$ cat src/rtl/csq_pkg.sv
// Shared types and constants for the cursor sequence store.
package csq_pkg;

    localparam int OP_W     = 3;
    localparam int VAL_W    = 32;
    localparam int CNT_O_W  = 7;
    localparam int STAT_W   = 2;

    localparam logic [OP_W-1:0] OP_START   = 3'd0;
    localparam logic [OP_W-1:0] OP_ADVANCE = 3'd1;
    localparam logic [OP_W-1:0] OP_INSERT  = 3'd2;
    localparam logic [OP_W-1:0] OP_ATTACH  = 3'd3;
    localparam logic [OP_W-1:0] OP_REMOVE  = 3'd4;

    localparam logic [STAT_W-1:0] ST_DONE  = 2'd0;
    localparam logic [STAT_W-1:0] ST_FULL  = 2'd1;
    localparam logic [STAT_W-1:0] ST_NOCUR = 2'd2;

    typedef enum logic [2:0] {
        S_IDLE,
        S_SHIFT,
        S_WRITE,
        S_READ,
        S_DELIVER
    } state_t;

    typedef struct packed {
        logic load;       // latch the decoded operation
        logic shift;      // run the shift sequence
        logic write_new;  // write the new value at its slot
        logic read_cur;   // read the entry under the cursor
        logic deliver;    // load the result register
    } cmd_t;

    typedef struct packed {
        logic dec_shift;   // accepted op needs entries moved
        logic dec_write;   // accepted op stores a new value
        logic shift_done;  // shift sequence drained
        logic need_write;  // latched op stores a new value
        logic out_free;    // result register can take a beat
    } stat_t;

endpackage

$ cat src/rtl/csq_ram.sv
// Generic single-write, single-read RAM with registered read data.
module csq_ram #(
    parameter int WIDTH = 32,
    parameter int DEPTH = 64
) (
    input  logic                     clk,
    input  logic                     wr_en,
    input  logic [$clog2(DEPTH)-1:0] wr_addr,
    input  logic [WIDTH-1:0]         wr_data,
    input  logic                     rd_en,
    input  logic [$clog2(DEPTH)-1:0] rd_addr,
    output logic [WIDTH-1:0]         rd_data
);

    logic [WIDTH-1:0] mem [DEPTH];

    always_ff @(posedge clk)
    begin
        if (wr_en)
        begin
            mem[wr_addr] <= wr_data;
        end
        if (rd_en)
        begin
            rd_data <= mem[rd_addr];
        end
    end

endmodule

$ cat src/rtl/csq_ctrl.sv
// Sequencing state machine for the cursor sequence store.
module csq_ctrl (
    input  logic           clk,
    input  logic           rst_n,
    input  logic           in_valid,
    output logic           in_stall,
    input  csq_pkg::stat_t stat,
    output csq_pkg::cmd_t  cmd
);

    csq_pkg::state_t state_reg;
    csq_pkg::state_t state_next;
    logic            accept;

    assign accept = in_valid && (state_reg == csq_pkg::S_IDLE);

    always_ff @(posedge clk or negedge rst_n)
    begin
        if (!rst_n)
        begin
            state_reg <= csq_pkg::S_IDLE;
        end
        else
        begin
            state_reg <= state_next;
        end
    end

    always_comb
    begin
        state_next = state_reg;
        unique case (state_reg)
            csq_pkg::S_IDLE:
            begin
                if (accept)
                begin
                    priority if (stat.dec_shift)
                        state_next = csq_pkg::S_SHIFT;
                    else if (stat.dec_write)
                        state_next = csq_pkg::S_WRITE;
                    else
                        state_next = csq_pkg::S_READ;
                end
            end
            csq_pkg::S_SHIFT:
            begin
                if (stat.shift_done)
                begin
                    state_next = stat.need_write ? csq_pkg::S_WRITE : csq_pkg::S_READ;
                end
            end
            csq_pkg::S_WRITE:
            begin
                state_next = csq_pkg::S_READ;
            end
            csq_pkg::S_READ:
            begin
                state_next = csq_pkg::S_DELIVER;
            end
            csq_pkg::S_DELIVER:
            begin
                if (stat.out_free)
                begin
                    state_next = csq_pkg::S_IDLE;
                end
            end
            default:
            begin
                state_next = csq_pkg::S_IDLE;
            end
        endcase
    end

    always_comb
    begin
        cmd      = '0;
        in_stall = 1'b1;
        unique case (state_reg)
            csq_pkg::S_IDLE:
            begin
                in_stall = 1'b0;
                cmd.load = accept;
            end
            csq_pkg::S_SHIFT:
            begin
                cmd.shift = 1'b1;
            end
            csq_pkg::S_WRITE:
            begin
                cmd.write_new = 1'b1;
            end
            csq_pkg::S_READ:
            begin
                cmd.read_cur = 1'b1;
            end
            csq_pkg::S_DELIVER:
            begin
                cmd.deliver = stat.out_free;
            end
            default:
            begin
                cmd = '0;
            end
        endcase
    end

endmodule

$ cat src/rtl/csq_datapath.sv
// Count, cursor, entry store, shift sequencer and result register.
module csq_datapath #(
    parameter int CAPACITY   = 64,
    parameter int DATA_WIDTH = 32
) (
    input  logic                         clk,
    input  logic                         rst_n,
    input  logic [csq_pkg::OP_W-1:0]     op,
    input  logic [csq_pkg::VAL_W-1:0]    entry_value,
    input  csq_pkg::cmd_t                cmd,
    output csq_pkg::stat_t               stat,
    output logic                         out_valid,
    input  logic                         out_stall,
    output logic [csq_pkg::VAL_W-1:0]    current_value,
    output logic                         has_current,
    output logic [csq_pkg::CNT_O_W-1:0]  item_count,
    output logic [csq_pkg::CNT_O_W-1:0]  cursor_pos,
    output logic [csq_pkg::STAT_W-1:0]   status
);

    localparam int CW = $clog2(CAPACITY + 1);
    localparam int AW = $clog2(CAPACITY);
    localparam logic [CW-1:0] CAP = CW'(CAPACITY);

    logic [CW-1:0]                count_reg, count_next;
    logic [CW-1:0]                cursor_reg, cursor_next;
    logic [CW-1:0]                rem_reg, rem_next;
    logic [AW-1:0]                src_reg, src_next;
    logic                         up_reg, up_next;
    logic                         wr_pend_reg;
    logic [AW-1:0]                wr_addr_reg;
    logic [AW-1:0]                pos_reg, pos_next;
    logic                         new_wr_reg, new_wr_next;
    logic [DATA_WIDTH-1:0]        val_reg;
    logic [csq_pkg::STAT_W-1:0]   st_reg, st_next;
    logic                         out_valid_reg;

    logic [csq_pkg::VAL_W-1:0]    value_out_reg;
    logic                         has_cur_out_reg;
    logic [csq_pkg::CNT_O_W-1:0]  count_out_reg;
    logic [csq_pkg::CNT_O_W-1:0]  cursor_out_reg;
    logic [csq_pkg::STAT_W-1:0]   st_out_reg;

    logic                         cur, full;
    logic [CW-1:0]                last_idx;
    logic [CW-1:0]                pos_c;
    logic [DATA_WIDTH+csq_pkg::VAL_W-1:0] val_ext;
    logic [DATA_WIDTH+csq_pkg::VAL_W-1:0] rd_ext;
    logic [CW+csq_pkg::CNT_O_W-1:0] count_ext, cursor_ext;

    logic                         ram_we, ram_re;
    logic [AW-1:0]                ram_waddr, ram_raddr;
    logic [DATA_WIDTH-1:0]        ram_wdata, ram_rdata;
    logic                         shift_rd;
    logic                         cur_now;

    assign cur      = cursor_reg < count_reg;
    assign full     = count_reg >= CAP;
    assign last_idx = count_reg - CW'(1);
    assign val_ext  = {{DATA_WIDTH{1'b0}}, entry_value};

    // Decode of the operation being accepted
    always_comb
    begin
        count_next  = count_reg;
        cursor_next = cursor_reg;
        rem_next    = '0;
        src_next    = AW'(last_idx);
        up_next     = 1'b1;
        pos_c       = '0;
        new_wr_next = 1'b0;
        st_next     = csq_pkg::ST_DONE;
        unique case (op)
            csq_pkg::OP_START:
            begin
                cursor_next = '0;
            end
            csq_pkg::OP_ADVANCE:
            begin
                if (cur)
                    cursor_next = cursor_reg + CW'(1);
                else
                    st_next = csq_pkg::ST_NOCUR;
            end
            csq_pkg::OP_INSERT, csq_pkg::OP_ATTACH:
            begin
                if (full)
                begin
                    st_next = csq_pkg::ST_FULL;
                end
                else
                begin
                    priority if (op == csq_pkg::OP_INSERT)
                        pos_c = cur ? cursor_reg : '0;
                    else
                        pos_c = cur ? cursor_reg + CW'(1) : count_reg;
                    rem_next    = count_reg - pos_c;
                    cursor_next = pos_c;
                    count_next  = count_reg + CW'(1);
                    new_wr_next = 1'b1;
                end
            end
            csq_pkg::OP_REMOVE:
            begin
                if (cur)
                begin
                    rem_next   = last_idx - cursor_reg;
                    src_next   = AW'(cursor_reg + CW'(1));
                    up_next    = 1'b0;
                    count_next = last_idx;
                end
                else
                begin
                    st_next = csq_pkg::ST_NOCUR;
                end
            end
            default:
            begin
                st_next = csq_pkg::ST_DONE;
            end
        endcase
        pos_next = AW'(pos_c);
    end

    assign shift_rd = cmd.shift && (rem_reg != '0);

    always_ff @(posedge clk or negedge rst_n)
    begin
        if (!rst_n)
        begin
            count_reg     <= '0;
            cursor_reg    <= '0;
            rem_reg       <= '0;
            wr_pend_reg   <= 1'b0;
            new_wr_reg    <= 1'b0;
            out_valid_reg <= 1'b0;
        end
        else
        begin
            if (cmd.load)
            begin
                count_reg  <= count_next;
                cursor_reg <= cursor_next;
                rem_reg    <= rem_next;
                new_wr_reg <= new_wr_next;
            end
            else if (shift_rd)
            begin
                rem_reg <= rem_reg - CW'(1);
            end
            wr_pend_reg <= shift_rd;
            if (cmd.deliver)
                out_valid_reg <= 1'b1;
            else if (!out_stall)
                out_valid_reg <= 1'b0;
        end
    end

    // Payload registers
    always_ff @(posedge clk)
    begin
        if (cmd.load)
        begin
            src_reg <= src_next;
            up_reg  <= up_next;
            pos_reg <= pos_next;
            val_reg <= val_ext[DATA_WIDTH-1:0];
            st_reg  <= st_next;
        end
        else if (shift_rd)
        begin
            src_reg <= up_reg ? src_reg - AW'(1) : src_reg + AW'(1);
        end
        if (shift_rd)
        begin
            wr_addr_reg <= up_reg ? src_reg + AW'(1) : src_reg - AW'(1);
        end
        if (cmd.deliver)
        begin
            value_out_reg   <= cur_now ? rd_ext[csq_pkg::VAL_W-1:0] : '0;
            has_cur_out_reg <= cur_now;
            count_out_reg   <= count_ext[csq_pkg::CNT_O_W-1:0];
            cursor_out_reg  <= cursor_ext[csq_pkg::CNT_O_W-1:0];
            st_out_reg      <= st_reg;
        end
    end

    // Shift writes lag their reads by the wr_pend_reg register; the new value goes in afterwards
    assign ram_we    = (cmd.shift && wr_pend_reg) || cmd.write_new;
    assign ram_waddr = cmd.write_new ? pos_reg : wr_addr_reg;
    assign ram_wdata = cmd.write_new ? val_reg : ram_rdata;
    assign ram_re    = shift_rd || cmd.read_cur;
    assign ram_raddr = cmd.read_cur ? AW'(cursor_reg) : src_reg;

    csq_ram #(
        .WIDTH (DATA_WIDTH),
        .DEPTH (CAPACITY)
    ) u_store (
        .clk     (clk),
        .wr_en   (ram_we),
        .wr_addr (ram_waddr),
        .wr_data (ram_wdata),
        .rd_en   (ram_re),
        .rd_addr (ram_raddr),
        .rd_data (ram_rdata)
    );

    assign cur_now    = cur;
    assign rd_ext     = {{csq_pkg::VAL_W{1'b0}}, ram_rdata};
    assign count_ext  = {{csq_pkg::CNT_O_W{1'b0}}, count_reg};
    assign cursor_ext = {{csq_pkg::CNT_O_W{1'b0}}, cursor_reg};

    assign stat.dec_shift  = (rem_next != '0);
    assign stat.dec_write  = new_wr_next;
    assign stat.shift_done = (rem_reg == '0) && !wr_pend_reg;
    assign stat.need_write = new_wr_reg;
    assign stat.out_free   = !out_valid_reg || !out_stall;

    assign out_valid     = out_valid_reg;
    assign current_value = value_out_reg;
    assign has_current   = has_cur_out_reg;
    assign item_count    = count_out_reg;
    assign cursor_pos    = cursor_out_reg;
    assign status        = st_out_reg;

endmodule

$ cat src/rtl/cursor_sequence_store_core.sv
// Top level of the cursor sequence store.
// Ordered store of up to CAPACITY values with a cursor, one operation per
// input beat and one result beat per operation. Start, advance and ops that
// change nothing go from acceptance through the read and deliver states to
// the result. Insert and attach first move any entries above the slot and
// then write the new value; remove first moves the entries that follow the
// cursor. Entries move one per cycle through the single read and single
// write port of the entry RAM. A new operation is accepted as soon as the
// previous one has its result in the output register, even while that
// result is still stalled.
module cursor_sequence_store_core #(
    parameter int CAPACITY   = 64,
    parameter int DATA_WIDTH = 32
) (
    input  logic                         clk,
    input  logic                         rst_n,
    input  logic                         in_valid,
    output logic                         in_stall,
    input  logic [csq_pkg::OP_W-1:0]     op,
    input  logic [csq_pkg::VAL_W-1:0]    entry_value,
    output logic                         out_valid,
    input  logic                         out_stall,
    output logic [csq_pkg::VAL_W-1:0]    current_value,
    output logic                         has_current,
    output logic [csq_pkg::CNT_O_W-1:0]  item_count,
    output logic [csq_pkg::CNT_O_W-1:0]  cursor_pos,
    output logic [csq_pkg::STAT_W-1:0]   status
);

    csq_pkg::cmd_t  cmd;
    csq_pkg::stat_t stat;

    csq_ctrl u_ctrl (
        .clk      (clk),
        .rst_n    (rst_n),
        .in_valid (in_valid),
        .in_stall (in_stall),
        .stat     (stat),
        .cmd      (cmd)
    );

    csq_datapath #(
        .CAPACITY   (CAPACITY),
        .DATA_WIDTH (DATA_WIDTH)
    ) u_datapath (
        .clk           (clk),
        .rst_n         (rst_n),
        .op            (op),
        .entry_value   (entry_value),
        .cmd           (cmd),
        .stat          (stat),
        .out_valid     (out_valid),
        .out_stall     (out_stall),
        .current_value (current_value),
        .has_current   (has_current),
        .item_count    (item_count),
        .cursor_pos    (cursor_pos),
        .status        (status)
    );

endmodule
$ cat config.mk
export PLATFORM = sky130hd
export DESIGN_NAME = cursor_sequence_store_core
export DESIGN_NICKNAME = d
export VERILOG_FILES = /design/src/rtl/csq_pkg.sv /design/src/rtl/csq_ram.sv /design/src/rtl/csq_ctrl.sv /design/src/rtl/csq_datapath.sv /design/src/rtl/cursor_sequence_store_core.sv
export SDC_FILE = /design/constraint.sdc
export NUM_CORES = 2
export LEC_CHECK = 0
export BUFFER_PORTS_ARGS = -buffer_cell sky130_fd_sc_hd__buf_2
export CAP_MARGIN = 0
export CORE_ASPECT_RATIO = 0.6
export CORE_MARGIN = 2
export CORE_UTILIZATION = 40
export DETAILED_ROUTE_END_ITERATION = 6
export PLACE_DENSITY = 0.53
export SKIP_LAST_GASP = 1
export SLEW_MARGIN = 20
export SYNTH_ARGS = -nofsm -noshare
export SYNTH_HDL_FRONTEND = slang
export SYNTH_SLANG_ARGS = --single-unit
$ cat constraint.sdc
create_clock -name clk -period 4.95 [get_ports clk]
set_input_delay 0.99 -clock clk [delete_from_list [all_inputs] [get_ports clk]]
set_output_delay 0.99 -clock clk [all_outputs]
set_load 0.05 [all_outputs]
==> impl_metrics.json <==
{
  "rsz0062_at_grt": "no",
  "yosysTopAreaCellShare_pct": 74.36,
  "regMostFlops": "u_datapath.u_store.mem",
  "synth_edf_count": 2182,
  "routed_wl_um": 295200,
  "tns_ns": 0,
  "cts_sinks": 2209,
  "syn_area_sq_mm": 0.08811,
  "cts.clk_slew.worst_paths_ns": 0.07,
  "die_h_um": 367.5,
  "ys_seq_area_share_pct": 75.13,
  "largest_register_ffs": 2048,
  "core_sq_mm": 0.2190,
  "route.vias.total": 52840,
  "crit_type": "reg -> reg",
  "leakagePower_nw": 33.65,
  "cp-end-kind": "flop",
  "tightestPinTransition_ns": 1.146,
  "area_growth_pct": 13.91,
  "ant_nets": 0,
  "timing.final.hold_violations": 0,
  "rows": 133,
  "drt-wirelength-per-cell_um": 34.06,
  "dr.pass1.iters": 6,
  "nets": 5677,
  "netlist_top_cells_area": "edfxtp_1, mux4_2, mux2i_1",
  "cp.arrival_ns": 5.21,
  "cts_tree": "built",
  "p_per_area_mw_per_mm2": 674.2,
  "grt_pass1_vias": 48960,
  "max_freq_mhz": 216.1,
  "drc": 0,
  "yosysWarnings": 0,
  "antenna_found_initial": 9,
  "grt_first_pass_wirelength_um": 406500,
  "cap_violations": 0,
  "grt.total_usage_pct": 25.90,
  "hold_class": "in -> async",
  "drive_gt1_share_pct": 16.87,
  "cts_buffer_depth": 4,
  "ys_async_sr_fraction_pct": 1.222,
  "root_buffer": "clkbuf_16",
  "worstReg2RegStart": "u_ctrl.state_reg[2]",
  "ios": 90,
  "die_w_um": 609.9,
  "grt_max_degree": 77,
  "ir_worst_vdd_mv": 0.4751,
  "fin_skew_ns": 0.06296,
  "cts.repair.resized": 0,
  "ys_ff_latch": 2209,
  "post-route-period-util_pct": 93.47,
  "start_util_pct": 40.23,
  "io_buffer_count": 89,
  "synth_fp_nets": 5416,
  "cp.required_ns": 5.53,
  "slew_headroom_pct": 23.57,
  "cts_buffers": 201,
  "startpoint": "u_ctrl.state_reg[2]",
  "die_area_sq_mm": 0.2242,
  "critPathMaxFanout": 24,
  "finalSetupViolations": 0,
  "drv_slew": 0,
  "ctsHoldBuffers": 0,
  "place_hpwl_um": 180200,
  "crit_path_start_kind": "flop",
  "yosys.area.top_type": "edfxtp_1",
  "cts_setup_buffers": 0,
  "viasPerCell": 6.096,
  "status": "finished clean",
  "synth-main-ff-cell": "edfxtp_1",
  "syn_avg_cell_area_sq_um": 16.48,
  "post_dp_cell_area_sq_mm": 0.09422,
  "htreeDepth": 4,
  "syn-instance-count": 5348,
  "clock_latency_ns": 0.87,
  "routabilityCongestion": 0.8755,
  "fin_area_sq_mm": 0.1004,
  "drt_iter0_markers": 8054,
  "fillers": 18800,
  "ys_types": 75,
  "overflow": 0,
  "layout_min_cycle_time_ns": 4.627
}
## through the flow
stage                     utilization [%]  hold slack, ns  worst slack, ns  instances  power [mW]
final                               45.83          0.2082           0.3232       8667       67.67
after global routing                45.83          0.2235           0.3137       8665       70.01
after CTS                           45.82          0.1872           0.4630       8665       67.51
after detailed placement            43.02          0.4156           0.4205       8308       52.49
after global placement              43.01          0.4063           0.4813       8307       52.29
after floorplan                         -          0.4003            1.072       5348       41.09
## path summary, 6_finish.rpt
path                                            endpoint  slack (ns)  cells past startpoint
max in group asynchronous       u_datapath.cursor_reg[3]        4.23                      1
min in group clk                   u_datapath.val_reg[4]        0.30                      1
min                                 u_datapath.out_valid        0.21                      1
min reg2reg                         u_datapath.status[0]        0.43                      0
max                        u_datapath.u_store.rd_data[0]        0.32                      8
max reg2reg                u_datapath.u_store.rd_data[0]        0.32                      8
## routing by layer
metal / vias to the layer above / wire, um / part of all wire [%] / track usage, %
li1: 21630 / - / - / -
met1: 27670 / 131900 / 45 / 40.52
met2: 3152 / 122300 / 41 / 36.12
met3: 386 / 33320 / 11 / 6.104
met4: 4 / 7642 / 2.6 / 6.174
met5: - / 27 / 0.0091 / 0
## area by class of cell
| type | instances | area (sq um) | area share [%] |
|---|---|---|---|
| diodes | 2 | 5.005 | 0.004987 |
| multi-input cells | 2782 | 20960 | 20.88 |
| flip-flops and latches | 2209 | 66200 | 65.96 |
| clock inverters | 113 | 859.6 | 0.8565 |
| inverters | 37 | 141.4 | 0.1409 |
| clock buffers | 244 | 5255 | 5.236 |
| repair buffers | 378 | 3316 | 3.304 |
| well taps | 2902 | 3631 | 3.618 |
## cell families (layout without fill, tap and decap cells)
kind of cell	after synthesis	count (layout)	synth area share, %
other	0	2	0
buffers and inverters	357	772	1.850
AO/OA/AOI/OAI	675	675	5.824
XOR/XNOR	34	34	0.3380
AND/OR/NAND/NOR	1482	1482	7.376
multiplexers	562	562	9.053
adder cells (fa/ha/maj)	29	29	0.4288
flip-flops	2209	2209	75.13
## Yosys cell counts, drive strengths merged, types with 74 or more instances
| cell | count |
|---|---|
| a211oi | 90 |
| a22oi | 86 |
| a311oi | 74 |
| buf | 184 |
| clkbuf | 136 |
| edfxtp | 2182 |
| mux2i | 339 |
| mux4 | 183 |
| nand2 | 801 |
| nand3 | 334 |
| nor2 | 153 |
| o211a | 78 |
## report_power, final
group,total (mW),internal (mW),switching [mW]
logic,26.6,7.91,18.7
registers,25.9,25.2,0.728
clock network,15.2,8.20,6.95
total,67.7,41.3,26.3
## layout by cell type (no fill, tap or decap), types with 51 or more instances in the layout
cell type	instances
edfxtp_1	2182
nand2_1	801
nand3_1	334
mux2i_1	334
buf_4	233
clkbuf_16	204
mux4_2	183
a211oi_1	90
buf_2	89
a22oi_1	86
nor2_1	78
o211a_1	78
a311oi_1	73
o21ai_0	70
nor2_4	68
buf_12	56
a21oi_1	54
clkinv_1	51
## worst max-delay path, stage by stage (launching register included)
cell and delay [ns]:
dfrtp_1 0.55, nand3b_4 0.49, mux2_2 0.61, nand2_1 0.67, buf_4 0.46, a311oi_1 0.13, a22oi_1 0.68, o221ai_1 0.30
or3_1 0.44
(Power assumes the default switching activity.)
